**config.mk**
```make
export PLATFORM = sky130hd
export DESIGN_NAME = x86_16_instruction_decoder_core
export DESIGN_NICKNAME = d
export VERILOG_FILES = /design/src/rtl/xdec_pkg.sv /design/src/rtl/x86_16_instruction_decoder_core.sv /design/src/rtl/xdec_front.sv
export VERILOG_INCLUDE_DIRS = /design/src /design/src/rtl
export SDC_FILE = /design/constraint.sdc
export NUM_CORES = 1
export LEC_CHECK = 0
export BUFFER_PORTS_ARGS = -buffer_cell sky130_fd_sc_hd__buf_2
export CORE_MARGIN = 3
export CORE_UTILIZATION = 30
export DETAILED_ROUTE_END_ITERATION = 12
export PLACE_DENSITY = 0.58
export SLEW_MARGIN = 40
export SYNTH_ARGS = -nofsm -noshare
export SYNTH_HDL_FRONTEND = slang
export SYNTH_HIERARCHICAL = 1
export SYNTH_SLANG_ARGS = --single-unit
export TNS_END_PERCENT = 5
```
**constraint.sdc**
```tcl
create_clock -name i_clk -period 4.2 [get_ports i_clk]
set_input_delay 1.05 -clock i_clk [delete_from_list [all_inputs] [get_ports i_clk]]
set_output_delay 1.05 -clock i_clk [all_outputs]
set_load 0.01 [all_outputs]
```
**src/rtl/assert_macros.svh**
```systemverilog
// Assertion macros shared by the decoder RTL.
`ifndef ASSERT_MACROS_SVH
`define ASSERT_MACROS_SVH

`ifndef SYNTH
// Property must hold at every clock edge outside reset
`define XD_ASSERT(label, clk, rst_n, prop) \
    label: assert property (@(posedge clk) disable iff (!rst_n) (prop)) \
        else $error("decoder assertion failed");
// Expression must never be true outside reset
`define XD_NEVER(label, clk, rst_n, expr) \
    label: assert property (@(posedge clk) disable iff (!rst_n) !(expr)) \
        else $error("decoder forbidden condition seen");
`else
`define XD_ASSERT(label, clk, rst_n, prop)
`define XD_NEVER(label, clk, rst_n, expr)
`endif

`endif

```
**src/rtl/xdec_pkg.sv**
```systemverilog
// Shared types, codes and helper functions of the 16-bit x86 decoder.
package xdec_pkg;

    // Format classes
    localparam logic [3:0] CLS_SINGLE    = 4'd0;
    localparam logic [3:0] CLS_DOUBLE    = 4'd1;
    localparam logic [3:0] CLS_MODRM     = 4'd2;
    localparam logic [3:0] CLS_IMMGRP    = 4'd3;
    localparam logic [3:0] CLS_ACCIMM    = 4'd4;
    localparam logic [3:0] CLS_GROUP     = 4'd5;
    localparam logic [3:0] CLS_TESTIMM   = 4'd6;
    localparam logic [3:0] CLS_DATA8     = 4'd7;
    localparam logic [3:0] CLS_DATA16    = 4'd8;
    localparam logic [3:0] CLS_FARPTR    = 4'd9;
    localparam logic [3:0] CLS_MOVIMM    = 4'd10;
    localparam logic [3:0] CLS_MOVSEG    = 4'd11;
    localparam logic [3:0] CLS_MOVACC    = 4'd12;
    localparam logic [3:0] CLS_MOVREG    = 4'd13;
    localparam logic [3:0] CLS_PREFIX    = 4'd14;
    localparam logic [3:0] CLS_UNHANDLED = 4'd15;

    // Segment override codes
    localparam logic [2:0] OVR_NONE = 3'd0;
    localparam logic [2:0] OVR_CS   = 3'd1;
    localparam logic [2:0] OVR_SS   = 3'd2;
    localparam logic [2:0] OVR_DS   = 3'd3;
    localparam logic [2:0] OVR_ES   = 3'd4;

    // ModRM mod field
    localparam logic [1:0] MOD_NODISP = 2'd0;
    localparam logic [1:0] MOD_DISP8  = 2'd1;
    localparam logic [1:0] MOD_DISP16 = 2'd2;
    localparam logic [1:0] MOD_REG    = 2'd3;

    // Opcodes needing special handling
    localparam logic [7:0] OP_LES   = 8'hC4;
    localparam logic [7:0] OP_ESCAPE = 8'h0F;
    localparam logic [7:0] PFX_MASK = 8'hE7;
    localparam logic [7:0] PFX_SEG  = 8'h26;

    // Front stage result
    typedef struct packed {
        logic [3:0]  cls;
        logic [7:0]  op;
        logic [7:0]  modrm;
        logic [47:0] win;
        logic [15:0] ip;
        logic        mem;
        logic [15:0] seg;
        logic [15:0] base;
        logic [15:0] index;
        logic [1:0]  dlen;
        logic [15:0] dval;
        logic        dsx;
    } t_s1;

    // Operand stage result
    typedef struct packed {
        logic [2:0]  len;
        logic [3:0]  cls;
        logic        mem;
        logic [2:0]  rmi;
        logic [2:0]  regi;
        logic        wide;
        logic [15:0] imm;
        logic [15:0] hi;
        logic [2:0]  sub;
        logic [15:0] ip;
        logic [15:0] seg;
        logic [20:0] ea;
    } t_s2;

    // Byte k of the window, zero past its end
    function automatic logic [7:0] byte_at(input logic [47:0] w, input logic [2:0] k);
        logic [7:0] b;
        case (k)
            3'd0:    b = w[7:0];
            3'd1:    b = w[15:8];
            3'd2:    b = w[23:16];
            3'd3:    b = w[31:24];
            3'd4:    b = w[39:32];
            3'd5:    b = w[47:40];
            default: b = 8'h00;
        endcase
        return b;
    endfunction

    // Little-endian word at byte k
    function automatic logic [15:0] word_at(input logic [47:0] w, input logic [2:0] k);
        logic [2:0] k1;
        k1 = 3'(k + 3'd1);
        return {byte_at(w, k1), byte_at(w, k)};
    endfunction

    // Opcode classification
    function automatic logic [3:0] classify(input logic [7:0] op, input logic [7:0] m);
        logic [3:0] c;
        c = CLS_UNHANDLED;
        if (op < 8'h40) begin
            if (op[2:0] < 3'd4) begin
                c = CLS_MODRM;
            end else if (op[2:0] < 3'd6) begin
                c = CLS_ACCIMM;
            end else if (op == OP_ESCAPE) begin
                c = CLS_UNHANDLED;
            end else if ((op & PFX_MASK) == PFX_SEG) begin
                c = CLS_PREFIX;
            end else begin
                c = CLS_SINGLE;
            end
        end else begin
            unique case (op) inside
                [8'h40:8'h5F]: c = CLS_SINGLE;
                [8'h60:8'h6F]: c = CLS_UNHANDLED;
                [8'h70:8'h7F], [8'hE0:8'hE7], 8'hCD, 8'hEB: c = CLS_DATA8;
                [8'hB0:8'hBF]: c = CLS_MOVREG;
                [8'hD8:8'hDF], 8'hD4, 8'hD5: c = CLS_DOUBLE;
                [8'h80:8'h83]: c = CLS_IMMGRP;
                [8'h84:8'h8B], 8'h8D, 8'h8F, 8'hC4, 8'hC5: c = CLS_MODRM;
                8'h8C, 8'h8E: c = CLS_MOVSEG;
                8'h9A, 8'hEA: c = CLS_FARPTR;
                [8'hA0:8'hA3]: c = CLS_MOVACC;
                8'hA8, 8'hA9: c = CLS_ACCIMM;
                8'hC2, 8'hCA, 8'hE8, 8'hE9: c = CLS_DATA16;
                8'hC6, 8'hC7: c = CLS_MOVIMM;
                [8'hD0:8'hD3], 8'hFE, 8'hFF: c = CLS_GROUP;
                8'hF0, 8'hF2, 8'hF3: c = CLS_PREFIX;
                8'hF6, 8'hF7: c = (m[5:3] == 3'd0) ? CLS_TESTIMM : CLS_GROUP;
                [8'h90:8'h99], [8'h9B:8'h9F], [8'hA4:8'hA7], [8'hAA:8'hAF],
                8'hC3, 8'hCB, 8'hCC, 8'hCE, 8'hCF, 8'hD7, [8'hEC:8'hEF],
                8'hF4, 8'hF5, [8'hF8:8'hFD]: c = CLS_SINGLE;
                default: c = CLS_UNHANDLED;
            endcase
        end
        return c;
    endfunction

endpackage

```
**src/rtl/x86_16_instruction_decoder_core.sv**
```systemverilog
// Top level of the 16-bit x86 instruction length and operand decoder.
// A window transferred on start appears on the o_ ports with o_valid after the front, operand and address registers.
// Throughput: one instruction per cycle; stages are front decode, operand/length, address add.
// busy is held low: nothing is kept between items and the pipeline never stalls.
// Reset (i_rst_n low, synchronous) clears only the stage valid bits.
`include "assert_macros.svh"

module x86_16_instruction_decoder_core (
    input  logic        i_clk,
    input  logic        i_rst_n,
    input  logic        start,
    output logic        busy,
    input  logic [47:0] i_insn_bytes,
    input  logic [15:0] i_ip_now,
    input  logic [15:0] i_base_bx,
    input  logic [15:0] i_base_bp,
    input  logic [15:0] i_index_si,
    input  logic [15:0] i_index_di,
    input  logic [15:0] i_seg_ds,
    input  logic [15:0] i_seg_ss,
    input  logic [15:0] i_seg_cs,
    input  logic [15:0] i_seg_es,
    input  logic [2:0]  i_seg_override,
    output logic        o_valid,
    output logic [2:0]  o_insn_length,
    output logic [3:0]  o_format_class,
    output logic        o_is_memory,
    output logic [20:0] o_linear_addr,
    output logic [2:0]  o_rm_index,
    output logic [2:0]  o_reg_index,
    output logic        o_wide,
    output logic [15:0] o_imm_or_data,
    output logic [15:0] o_data_high,
    output logic [2:0]  o_sub_op,
    output logic [15:0] o_next_ip
);
    import xdec_pkg::*;

    logic        s1_valid;
    t_s1         s1;
    logic        r_v2;
    t_s2         r_s2;
    t_s2         n_s2;
    logic        modrm_cls;
    logic [2:0]  len0;
    logic        r_v3;
    logic [2:0]  r_len;
    logic [3:0]  r_cls;
    logic        r_mem;
    logic [20:0] r_addr;
    logic [2:0]  r_rmi;
    logic [2:0]  r_regi;
    logic        r_wide;
    logic [15:0] r_imm;
    logic [15:0] r_hi;
    logic [2:0]  r_sub;
    logic [15:0] r_next_ip;
    logic [7:0]  b_at;

    assign busy = 1'b0;

    // Stage 1: classification and address operands
    xdec_front u_front (
        .i_clk          (i_clk),
        .i_rst_n        (i_rst_n),
        .i_valid        (start),
        .i_insn_bytes   (i_insn_bytes),
        .i_ip_now       (i_ip_now),
        .i_base_bx      (i_base_bx),
        .i_base_bp      (i_base_bp),
        .i_index_si     (i_index_si),
        .i_index_di     (i_index_di),
        .i_seg_ds       (i_seg_ds),
        .i_seg_ss       (i_seg_ss),
        .i_seg_cs       (i_seg_cs),
        .i_seg_es       (i_seg_es),
        .i_seg_override (i_seg_override),
        .o_valid        (s1_valid),
        .o_s1           (s1)
    );

    // Stage 2: length, operand fields and effective offset
    always_comb begin
        n_s2      = '0;
        n_s2.cls  = s1.cls;
        n_s2.mem  = s1.mem;
        n_s2.ip   = s1.ip;
        n_s2.seg  = s1.seg;
        n_s2.ea   = 21'({5'b0, s1.base} + {5'b0, s1.index} +
                        (s1.dsx ? {{5{s1.dval[15]}}, s1.dval} : {5'b0, s1.dval}));
        modrm_cls = (s1.cls == CLS_MODRM) || (s1.cls == CLS_IMMGRP) ||
                    (s1.cls == CLS_GROUP) || (s1.cls == CLS_TESTIMM) ||
                    (s1.cls == CLS_MOVIMM) || (s1.cls == CLS_MOVSEG);
        len0      = 3'd2 + {1'b0, s1.dlen};
        b_at      = byte_at(s1.win, len0);

        if (modrm_cls) begin
            n_s2.rmi  = (s1.modrm[7:6] == MOD_REG) ? s1.modrm[2:0] : 3'd0;
            n_s2.len  = len0;
            n_s2.imm  = s1.dval;
            n_s2.regi = s1.modrm[5:3];
            n_s2.wide = s1.op[0] || (s1.op == OP_LES);
            if (s1.cls == CLS_MOVSEG) begin
                n_s2.regi = {1'b0, s1.modrm[4:3]};
                n_s2.wide = 1'b1;
            end
            if ((s1.cls == CLS_IMMGRP) || (s1.cls == CLS_GROUP) || (s1.cls == CLS_TESTIMM)) begin
                n_s2.sub = s1.modrm[5:3];
            end
            // trailing immediate
            if (s1.cls == CLS_IMMGRP) begin
                case (s1.op[1:0])
                    2'd1: begin
                        n_s2.imm = word_at(s1.win, len0);
                        n_s2.len = 3'(len0 + 3'd2);
                    end
                    2'd3: begin
                        n_s2.imm = {{8{b_at[7]}}, b_at};
                        n_s2.len = 3'(len0 + 3'd1);
                    end
                    default: begin
                        n_s2.imm = {8'h00, b_at};
                        n_s2.len = 3'(len0 + 3'd1);
                    end
                endcase
            end else if ((s1.cls == CLS_TESTIMM) || (s1.cls == CLS_MOVIMM)) begin
                if (n_s2.wide) begin
                    n_s2.imm = word_at(s1.win, len0);
                    n_s2.len = 3'(len0 + 3'd2);
                end else begin
                    n_s2.imm = {8'h00, b_at};
                    n_s2.len = 3'(len0 + 3'd1);
                end
            end
        end else begin
            unique case (s1.cls)
                CLS_SINGLE, CLS_PREFIX: n_s2.len = 3'd1;
                CLS_DOUBLE, CLS_DATA8: begin
                    n_s2.len = 3'd2;
                    n_s2.imm = {8'h00, s1.modrm};
                end
                CLS_ACCIMM: begin
                    n_s2.wide = s1.op[0];
                    n_s2.len  = s1.op[0] ? 3'd3 : 3'd2;
                    n_s2.imm  = s1.op[0] ? s1.win[23:8] : {8'h00, s1.modrm};
                end
                CLS_DATA16: begin
                    n_s2.len = 3'd3;
                    n_s2.imm = s1.win[23:8];
                end
                CLS_FARPTR: begin
                    n_s2.len = 3'd5;
                    n_s2.imm = s1.win[23:8];
                    n_s2.hi  = s1.win[39:24];
                end
                CLS_MOVACC: begin
                    n_s2.len  = 3'd3;
                    n_s2.wide = s1.op[0];
                    n_s2.imm  = s1.dval;
                end
                CLS_MOVREG: begin
                    n_s2.wide = s1.op[3];
                    n_s2.len  = s1.op[3] ? 3'd3 : 3'd2;
                    n_s2.imm  = s1.op[3] ? s1.win[23:8] : {8'h00, s1.modrm};
                end
                default: n_s2.len = 3'd0;
            endcase
        end
    end

    always_ff @(posedge i_clk) begin
        if (!i_rst_n) begin
            r_v2 <= 1'b0;
        end else begin
            r_v2 <= s1_valid;
        end
        r_s2 <= n_s2;
    end

    // Stage 3: linear address and next ip
    always_ff @(posedge i_clk) begin
        if (!i_rst_n) begin
            r_v3 <= 1'b0;
        end else begin
            r_v3 <= r_v2;
        end
        r_len     <= r_s2.len;
        r_cls     <= r_s2.cls;
        r_mem     <= r_s2.mem;
        r_addr    <= 21'({1'b0, r_s2.seg, 4'h0} + r_s2.ea);
        r_rmi     <= r_s2.rmi;
        r_regi    <= r_s2.regi;
        r_wide    <= r_s2.wide;
        r_imm     <= r_s2.imm;
        r_hi      <= r_s2.hi;
        r_sub     <= r_s2.sub;
        r_next_ip <= 16'(r_s2.ip + {13'b0, r_s2.len});
    end

    assign o_valid        = r_v3;
    assign o_insn_length  = r_len;
    assign o_format_class = r_cls;
    assign o_is_memory    = r_mem;
    assign o_linear_addr  = r_addr;
    assign o_rm_index     = r_rmi;
    assign o_reg_index    = r_regi;
    assign o_wide         = r_wide;
    assign o_imm_or_data  = r_imm;
    assign o_data_high    = r_hi;
    assign o_sub_op       = r_sub;
    assign o_next_ip      = r_next_ip;

    // Checks
    `XD_ASSERT(a_latency, i_clk, i_rst_n, start |-> ##3 o_valid)
    `XD_ASSERT(a_no_phantom, i_clk, i_rst_n, o_valid |-> $past(r_v2))
    `XD_NEVER(a_len_cls, i_clk, i_rst_n, o_valid && ((o_insn_length == 3'd0) != (o_format_class == CLS_UNHANDLED)))
    `XD_NEVER(a_reg_addr, i_clk, i_rst_n, o_valid && !o_is_memory && (o_linear_addr != 21'd0))
    `XD_ASSERT(a_prefix_len, i_clk, i_rst_n, (o_valid && (o_format_class == CLS_PREFIX)) |-> (o_insn_length == 3'd1))

endmodule

```
**src/rtl/xdec_front.sv**
```systemverilog
// First pipeline stage: opcode class, segment choice and address operands.
module xdec_front (
    input  logic           i_clk,
    input  logic           i_rst_n,
    input  logic           i_valid,
    input  logic [47:0]    i_insn_bytes,
    input  logic [15:0]    i_ip_now,
    input  logic [15:0]    i_base_bx,
    input  logic [15:0]    i_base_bp,
    input  logic [15:0]    i_index_si,
    input  logic [15:0]    i_index_di,
    input  logic [15:0]    i_seg_ds,
    input  logic [15:0]    i_seg_ss,
    input  logic [15:0]    i_seg_cs,
    input  logic [15:0]    i_seg_es,
    input  logic [2:0]     i_seg_override,
    output logic           o_valid,
    output xdec_pkg::t_s1  o_s1
);
    import xdec_pkg::*;

    logic       r_valid;
    t_s1        r_s1;
    t_s1        n_s1;
    logic [7:0] op;
    logic [7:0] m;
    logic [3:0] cls;
    logic       modrm_cls;
    logic [1:0] emod;
    logic [2:0] erm;
    logic [2:0] doff;
    logic       ss_def;
    logic [7:0] d8;

    // Effective ModRM: MOV accumulator/memory acts as mod 0, rm 6 at byte 1
    always_comb begin
        op        = i_insn_bytes[7:0];
        m         = i_insn_bytes[15:8];
        cls       = classify(op, m);
        modrm_cls = (cls == CLS_MODRM) || (cls == CLS_IMMGRP) || (cls == CLS_GROUP) ||
                    (cls == CLS_TESTIMM) || (cls == CLS_MOVIMM) || (cls == CLS_MOVSEG);
        if (cls == CLS_MOVACC) begin
            emod = MOD_NODISP;
            erm  = 3'd6;
            doff = 3'd1;
        end else begin
            emod = m[7:6];
            erm  = m[2:0];
            doff = 3'd2;
        end
        ss_def = (erm == 3'd2) || (erm == 3'd3) || ((erm == 3'd6) && (emod != MOD_NODISP));
        d8     = byte_at(i_insn_bytes, doff);
    end

    // Operand gathering
    always_comb begin
        n_s1       = '0;
        n_s1.cls   = cls;
        n_s1.op    = op;
        n_s1.modrm = m;
        n_s1.win   = i_insn_bytes;
        n_s1.ip    = i_ip_now;
        n_s1.mem   = (modrm_cls && (m[7:6] != MOD_REG)) || (cls == CLS_MOVACC);

        if (n_s1.mem) begin
            // segment select
            unique case (i_seg_override)
                OVR_CS:  n_s1.seg = i_seg_cs;
                OVR_SS:  n_s1.seg = i_seg_ss;
                OVR_DS:  n_s1.seg = i_seg_ds;
                OVR_ES:  n_s1.seg = i_seg_es;
                default: n_s1.seg = ss_def ? i_seg_ss : i_seg_ds;
            endcase

            // base and index registers
            unique case (erm)
                3'd0: begin n_s1.base = i_base_bx; n_s1.index = i_index_si; end
                3'd1: begin n_s1.base = i_base_bx; n_s1.index = i_index_di; end
                3'd2: begin n_s1.base = i_base_bp; n_s1.index = i_index_si; end
                3'd3: begin n_s1.base = i_base_bp; n_s1.index = i_index_di; end
                3'd4: begin n_s1.base = '0;        n_s1.index = i_index_si; end
                3'd5: begin n_s1.base = '0;        n_s1.index = i_index_di; end
                3'd6: begin
                    n_s1.base  = (emod == MOD_NODISP) ? 16'h0000 : i_base_bp;
                    n_s1.index = '0;
                end
                default: begin n_s1.base = i_base_bx; n_s1.index = '0; end
            endcase

            // displacement
            unique case (emod)
                MOD_NODISP: begin
                    if (erm == 3'd6) begin
                        n_s1.dlen = 2'd2;
                        n_s1.dval = word_at(i_insn_bytes, doff);
                    end
                end
                MOD_DISP8: begin
                    n_s1.dlen = 2'd1;
                    n_s1.dval = {{8{d8[7]}}, d8};
                    n_s1.dsx  = 1'b1;
                end
                MOD_DISP16: begin
                    n_s1.dlen = 2'd2;
                    n_s1.dval = word_at(i_insn_bytes, doff);
                end
                default: n_s1.dlen = 2'd0;
            endcase
        end
    end

    // Stage register
    always_ff @(posedge i_clk) begin
        if (!i_rst_n) begin
            r_valid <= 1'b0;
        end else begin
            r_valid <= i_valid;
        end
        r_s1 <= n_s1;
    end

    assign o_valid = r_valid;
    assign o_s1    = r_s1;

endmodule
```
==> impl_metrics.csv, run 1 <==
group,metric,value,unit
cells_and_area,area_delta_synth_final,24.35,%
synth,synth_area_per_cell,10.08,µm²
synth,yosys.area.top_type,"dfxtp_1",
critical_path,critPathCaptureType,"flip-flop",
power,clkPwrFrac,0.371,
cells_and_area,final_layout_size_suffix_gt1_frac,0.2573,
grt,grt-ovfl-total,0,
power,p_int,6.330,mW
timing,fin_hold_ws,0.3249,ns
timing,finalSetupViolCount,0,
timing,slew_headroom,0.4452,
worst_hold_path,hold_path_class,"reg2reg",
clocking,cts_hold_buf,0,
synth,ys_async_sr_fraction,0,
grt,grt_pass1_vias,10740,
clocking,cts_tree,"yes",
clocking,cts_buffers,36,
timing,skew,0.02780,ns
clocking,clkLatencyLatePin,0.54,ns
critical_path,start_kind,"primary input",
clocking,clock_sinks,328,
power,leakage,7.457,nW
critical_path,required,4.59,ns
synth,yosysSeqAreaShare,0.4961,
place,gp_congestion,0.8669,
power,seqPwrFrac,0.429,
synth,synth_top_area_frac,0.4961,
clocking,post_cts_resized,0,
synth,synthCells,1313,
power,comb_power_share,0.199,
timing,timing.fmax,0.2693,GHz
clocking,cts.reportedPaths.clkPinSlew,0.06,ns
synth,synth-seq-cells,328,
grt,grt_use_total,0.1693,
timing,worst_slew_pin_slew,0.8298,ns
die,io_pins,287,
critical_path,cp_slowest_stage_delay,0.48,ns
critical_path,r2r_slack,1.11,ns
routing,postRouteAntennaNets,0,
die,rows,76,
clocking,h-tree-depth,2,
cells_and_area,final_area,16460,µm²
synth,ys_top_cells_by_count,"dfxtp_1 (328), nor2_1 (99), nand2_1 (85), a21oi_1 (81), clkbuf_1 (47)",
routing,drt-initial-drc-count,1008,
timing,fin_crit_sh,0.8841,
synth,netlist_top_cells_area,"dfxtp_1 (50%), ha_1 (3.9%), a21oi_1 (3.1%)",
critical_path,crit_arrival,4.11,ns
critical_path,r2r-end,"r_s2[83]",
critical_path,startpoint,"i_insn_bytes[4]",
synth,ys_types,95,
routing,drt_pre_antenna_iters,9,
cells_and_area,multi_input_area,6030,µm²
synth,ys_warn_count,6,
cells_and_area,regArea,6566,µm²
synth,synth.most_common_cell,"dfxtp_1",
cells_and_area,fill_cells,4326,
power,ir_worst_vdd,0.2813,mV
place,port_buffers,285,
place,placed_cell_area,15190,µm²
timing,setup_tns,0,ns
critical_path,cp_slowest_cell,"o41ai_1",
die,die_x,216.1,µm
critical_path,path_max_fanout,24,
grt,grt_max_degree,33,
power,switching_share,0.2883,
synth,ys.flop_type,"dfxtp_1",
critical_path,path_class,"in2reg",
cells_and_area,nNetsFinal,1835,
routing,remaining_drc_errors,0,
die,die_h,216.1,µm
synth,syn-num-nets,1571,
timing,timing.final.hold_violations,0,
timing,rsz0062_at_grt,"no",
clocking,clockRootBuffer,"clkbuf_16",
routing,num_vias,10790,
critical_path,cp_cell_sequence,"buf_2, buf_12, and4b_1, a211oi_1, o32ai_1, a2111o_1, buf_4, o41ai_1, a211o_1, a31o_4, buf_4, and2_1, buf_12, nor2_1",
place,hpwl,31720,µm
critical_path,crit_end,"u_front/o_s1[41]",
clocking,clk_path_buf_depth,3,
timing,fin_crit,3.713,ns
power,p_sw,2.564,mW
timing,maxSlewViolCount,0,
critical_path,r2r-start,"u_front/o_s1[18]",
routing,wl,40930,µm
die,fp.coreArea,43360,µm²
synth,synth_area,13240,µm²
clocking,post-cts-setup-buffers,0,
power,p_per_area,540.4,nW/µm²
die,floorplan.initialDensity,0.3053,
grt,antenna_found_initial,7,
routing,avgRoutedWirePerCell,18.66,µm
routing,via_per_inst,4.922,
outcome,status,"finished, final reports clean",
critical_path,worstRegToRegCells,7,
grt,grt_pass1_wl,61710,µm
synth,synth-edff-count,0,
die,die_area,46680,µm²
flow_run,drv_cap,0,
-- layout make-up --
class                      instances  area share
sequential                       328      0.3989
multi-input combinational        849      0.3663
timing repair buffer             315      0.1026
clock buffer                      47     0.05846
tap                              585     0.04447
clock inverter                    19     0.01802
inverter                          47     0.01072
antenna                            3   0.0004561
-- state kept, by name (all words and copies together) (netlist names) --
name and flops:
o_linear_addr 21, o_is_memory 1, o_next_ip 16, o_wide 1, u_front/o_valid 1, o_data_high 16, o_imm_or_data 16, o_reg_index 3
o_rm_index 3, o_format_class 4, o_sub_op 3, r_s2 103, o_insn_length 3, u_front/o_s1 135, o_valid 1, r_v2 1
-- power by group through the flow --
stage / Combinational (mW) / Clock, mW / Sequential (mW)
6_report: 1.77 / 3.30 / 3.82
5_1_grt: 1.95 / 3.54 / 3.86
4_1_cts: 1.78 / 3.40 / 3.82
3_5_place_dp: 1.77 / 0 / 3.89
3_3_place_gp: 1.76 / 0 / 3.88
2_1_floorplan: 1.04 / 0 / 3.88
-- worst min-delay path by stage --
stage	start	cells after the start	to
global placement	u_front/o_s1[82]	0	r_s2[51]
finish	u_front/o_s1[63]	0	r_s2[33]
global route	r_s2[81]	0	o_imm_or_data[9]
floorplan	r_s2[56]	0	o_data_high[0]
CTS	r_s2[76]	0	o_imm_or_data[4]
detailed placement	u_front/o_s1[56]	0	r_s2[26]
-- stage by stage --
stage	util	setup slack [ns]	power, mW	std cells
after global routing	0.3795	0.4025	9.347	2192
final	0.3796	0.4867	8.894	2193
after floorplan	-	0.2634	4.923	1313
after global placement	0.3503	0.06209	5.638	2124
after CTS	0.3794	0.5713	9.002	2190
after detailed placement	0.3504	0.03599	5.660	2124
-- cell usage in the layout (no fill, tap or decap), types with 27 or more instances in the layout --
master	count
nand2_1	85
a22oi_1	43
inv_1	44
clkbuf_16	36
mux2i_1	37
nor2_1	98
nor2b_1	27
o21ai_0	40
ha_1	41
a21oi_1	81
a21o_1	28
dfxtp_1	328
buf_2	285
buf_4	27
xnor2_1	33
-- critical path: cells and delay by family --
kind | cells | cell delay, ns
compound gates | 6 | 1.71
buf+inv | 5 | 0.87
simple gates | 3 | 0.45
-- logic make-up (layout without fill, tap and decap cells) --
group | Yosys count | after routing | synth area share
other cells | 1 | 4 | 0.0002833
fa+ha+maj | 60 | 60 | 0.06749
simple gates | 355 | 355 | 0.1404
buf+inv | 136 | 428 | 0.04878
flops | 328 | 328 | 0.4961
xor+xnor | 44 | 44 | 0.02911
compound gates | 352 | 352 | 0.1899
mux | 37 | 37 | 0.02798
-- metal layers --
layer  wire length, µm  up-vias  part of all wire  GRT usage
li1                  -     5213                 -          -
met1             18500     5093              0.45     0.2277
met2             18380      400              0.45     0.2688
met3              2694       77             0.066    0.03547
met4              1295       10             0.032    0.06281
met5                56        -            0.0014          0
Note: power is estimated with default switching activity, not from simulation.
==> run 2: changes to the inputs <==
--- a/config.mk
+++ b/config.mk
@@ -14,6 +14,5 @@
 export SLEW_MARGIN = 40
 export SYNTH_ARGS = -nofsm -noshare
 export SYNTH_HDL_FRONTEND = slang
-export SYNTH_HIERARCHICAL = 1
 export SYNTH_SLANG_ARGS = --single-unit
 export TNS_END_PERCENT = 5
==> constraint.sdc (replaced) <==
create_clock -name i_clk -period 4.2 [get_ports i_clk]
set_input_delay 1.05 -clock i_clk [delete_from_list [all_inputs] [get_ports i_clk]]
set_output_delay 1.05 -clock i_clk [all_outputs]
set_load 0.1 [all_outputs]
==> run 2 against run 1 <==
  * Flip-flop and latch count unchanged
  * Maximum frequency increased by 6.4%
  * Critical path type is now reg2reg
  * Highest routed layer unchanged
  * Hold slack got worse by 0.0072 ns
  * Largest cell class unchanged
  * Synthesized cell count decreased by 0.38%
  * Largest power group unchanged
  * Wire length decreased by 0.89%
  * Synthesized area decreased by 1.7%
  * Critical path depth decreased by 4
==> impl_metrics.csv, run 2 <==
group,metric,value,unit
place,placed_cell_area,14940,µm²
cells_and_area,area_delta_synth_final,24.07,%
clocking,h-tree-depth,2,
synth,ys_types,78,
place,gp_congestion,0.8952,
routing,via_per_inst,4.950,
clocking,clock_sinks,328,
power,clkPwrFrac,0.322,
timing,fin_hold_ws,0.3176,ns
die,fp.coreArea,42420,µm²
power,p_per_area,609.4,nW/µm²
power,p_int,6.139,mW
critical_path,path_class,"reg2reg",
routing,postRouteAntennaNets,0,
grt,antenna_found_initial,10,
routing,drt-initial-drc-count,911,
power,p_total,9.840,mW
flow_run,drv_cap,0,
timing,worst_slew_pin_slew,0.8746,ns
cells_and_area,largest_reg_flops,135,
synth,synth-edff-count,0,
clocking,cts_hold_buf,0,
die,die_area,45920,µm²
routing,wl,40560,µm
synth,yosys.area.top_type,"dfxtp_1",
synth,synth_area_per_cell,9.950,µm²
place,port_buffers,285,
die,die_x,214.3,µm
critical_path,start_kind,"flip-flop",
die,die_h,214.3,µm
critical_path,r2r_slack,0.71,ns
timing,timing.fmax,0.2866,GHz
power,comb_power_share,0.293,
grt,grt_use_total,0.1700,
critical_path,required,4.59,ns
timing,slew_headroom,0.4169,
timing,fin_crit,3.489,ns
clocking,post-cts-setup-buffers,0,
die,floorplan.initialDensity,0.3068,
timing,rsz0062_at_grt,"no",
clocking,cts_buffers,35,
cells_and_area,final_cell_mix,"dfxtp_1 (328), buf_2 (285), nand2_1 (114)",
cells_and_area,mostFrequentLayoutCell,"dfxtp_1",
clocking,clkLatencyLatePin,0.53,ns
timing,fin_crit_sh,0.8306,
power,ir_worst_vdd,0.5597,mV
cells_and_area,final_layout_size_suffix_gt1_frac,0.2469,
outcome,status,"finished, final reports clean",
clocking,post_cts_resized,0,
synth,syn-num-nets,1569,
synth,ys_async_sr_fraction,0,
synth,netlist_top_cells_area,"dfxtp_1 (50%), a22oi_1 (4.4%), ha_1 (4.2%)",
power,leakage,7.110,nW
die,rows,75,
worst_hold_path,hold_path_class,"reg2reg",
timing,setup_tns,0,ns
timing,timing.final.hold_violations,0,
critical_path,critPathCaptureType,"flip-flop",
synth,synthCells,1308,
clocking,clk_path_buf_depth,3,
power,p_sw,3.701,mW
synth,ys.flop_type,"dfxtp_1",
timing,maxSlewViolCount,0,
grt,grt_pass1_wl,61420,µm
cells_and_area,final_area,16150,µm²
grt,grt_max_degree,42,
clocking,clockRootBuffer,"clkbuf_16",
clocking,cts.reportedPaths.clkPinSlew,0.07,ns
clocking,cts_tree,"yes",
die,io_pins,287,
critical_path,crit_arrival,3.88,ns
power,switching_share,0.3761,
synth,synth.most_common_cell,"dfxtp_1",
synth,ys_warn_count,0,
synth,synth_top_area_frac,0.5045,
routing,avgRoutedWirePerCell,18.65,µm
routing,remaining_drc_errors,0,
synth,ys_top_cells_by_count,"dfxtp_1 (328), nand2_1 (114), nor2_1 (84), a21oi_1 (80), a22oi_1 (77)",
place,hpwl,31330,µm
synth,synth-seq-cells,328,
timing,skew,0.01405,ns
routing,drt_pre_antenna_iters,7,
routing,num_vias,10770,
timing,finalSetupViolCount,0,
synth,synth_area,13010,µm²
cells_and_area,nNetsFinal,1832,
power,seqPwrFrac,0.385,
grt,grt-ovfl-total,0,
synth,yosysSeqAreaShare,0.5045,
critical_path,path_max_fanout,3,
grt,grt_pass1_vias,10580,
==> run 2: cell count changes after synthesis, sizes merged, moves of 7 or more <==
cell,before,now
a21o,28,18
a221oi,11,2
a22oi,43,78
buf,41,26
inv,47,35
nand2,85,114
nand2b,11,18
nor2,112,85
nor2b,28,15
nor3,14,39
o211ai,4,15
o221ai,8,1
==> run 2: cell families (layout without fill, tap and decap cells) <==
group           Yosys count  count (layout)  share of synthesized area
simple gates            379             379                     0.1465
buf+inv                 111             399                    0.03951
mux                      33              33                    0.02548
other cells               1               3                  0.0002881
flops                   328             328                     0.5045
xor+xnor                 43              43                    0.02894
fa+ha+maj                63              63                    0.07152
compound gates          350             350                     0.1832
==> run 2: path summary, 6_finish.rpt <==
path	end	from	cells past startpoint
max	r_s2[18]	u_front.o_s1[3]	10
min	o_data_high[3]	r_s2[59]	0
max reg2reg	r_s2[18]	u_front.o_s1[3]	10
min reg2reg	o_data_high[3]	r_s2[59]	0
==> run 2: power groups by stage <==
stage / registers (mW) / logic [mW] / clock network, mW
floorplan: 5.09 / 0.969 / 0
global placement: 3.86 / 2.86 / 0
detailed placement: 3.87 / 2.88 / 0
CTS: 3.80 / 2.89 / 3.25
global route: 3.84 / 3.06 / 3.37
finish: 3.79 / 2.88 / 3.17
==> run 2: critical path, stage by stage, from the launching register on <==
cell,delay [ns]
dfxtp_1,0.47
fa_1,0.46
ha_1,0.33
a211oi_1,0.33
o21ai_0,0.21
a31o_2,0.27
o211a_1,0.22
o21ai_0,0.21
a21boi_0,0.20
o41ai_1,0.53
xnor2_1,0.12
==> run 2: through the flow <==
step | instances | util | setup slack (ns)
finish | 2175 | 0.3807 | 0.7114
global placement | 2111 | 0.3521 | 0.3933
global route | 2175 | 0.3807 | 0.4888
CTS | 2173 | 0.3806 | 0.7042
detailed placement | 2111 | 0.3522 | 0.3559
floorplan | 1308 | - | 0.8755
==> run 2: layout make-up <==
type                       instances  area, µm²
clock inverter                    19      249.0
multi-input combinational        869       5939
sequential                       328       6566
fill                            4254      26270
timing repair buffer             302       1579
inverter                          35      131.4
clock buffer                      43      955.9
tap                              577      721.9
antenna                            2      5.005
==> run 2: layer usage <==
metal | GRT usage | vias to the layer above | share of wire
met5 | 0 | - | 0.0018
met1 | 0.2250 | 5088 | 0.45
met4 | 0.06321 | 10 | 0.034
met2 | 0.2762 | 376 | 0.46
met3 | 0.03273 | 82 | 0.058
li1 | - | 5210 | -
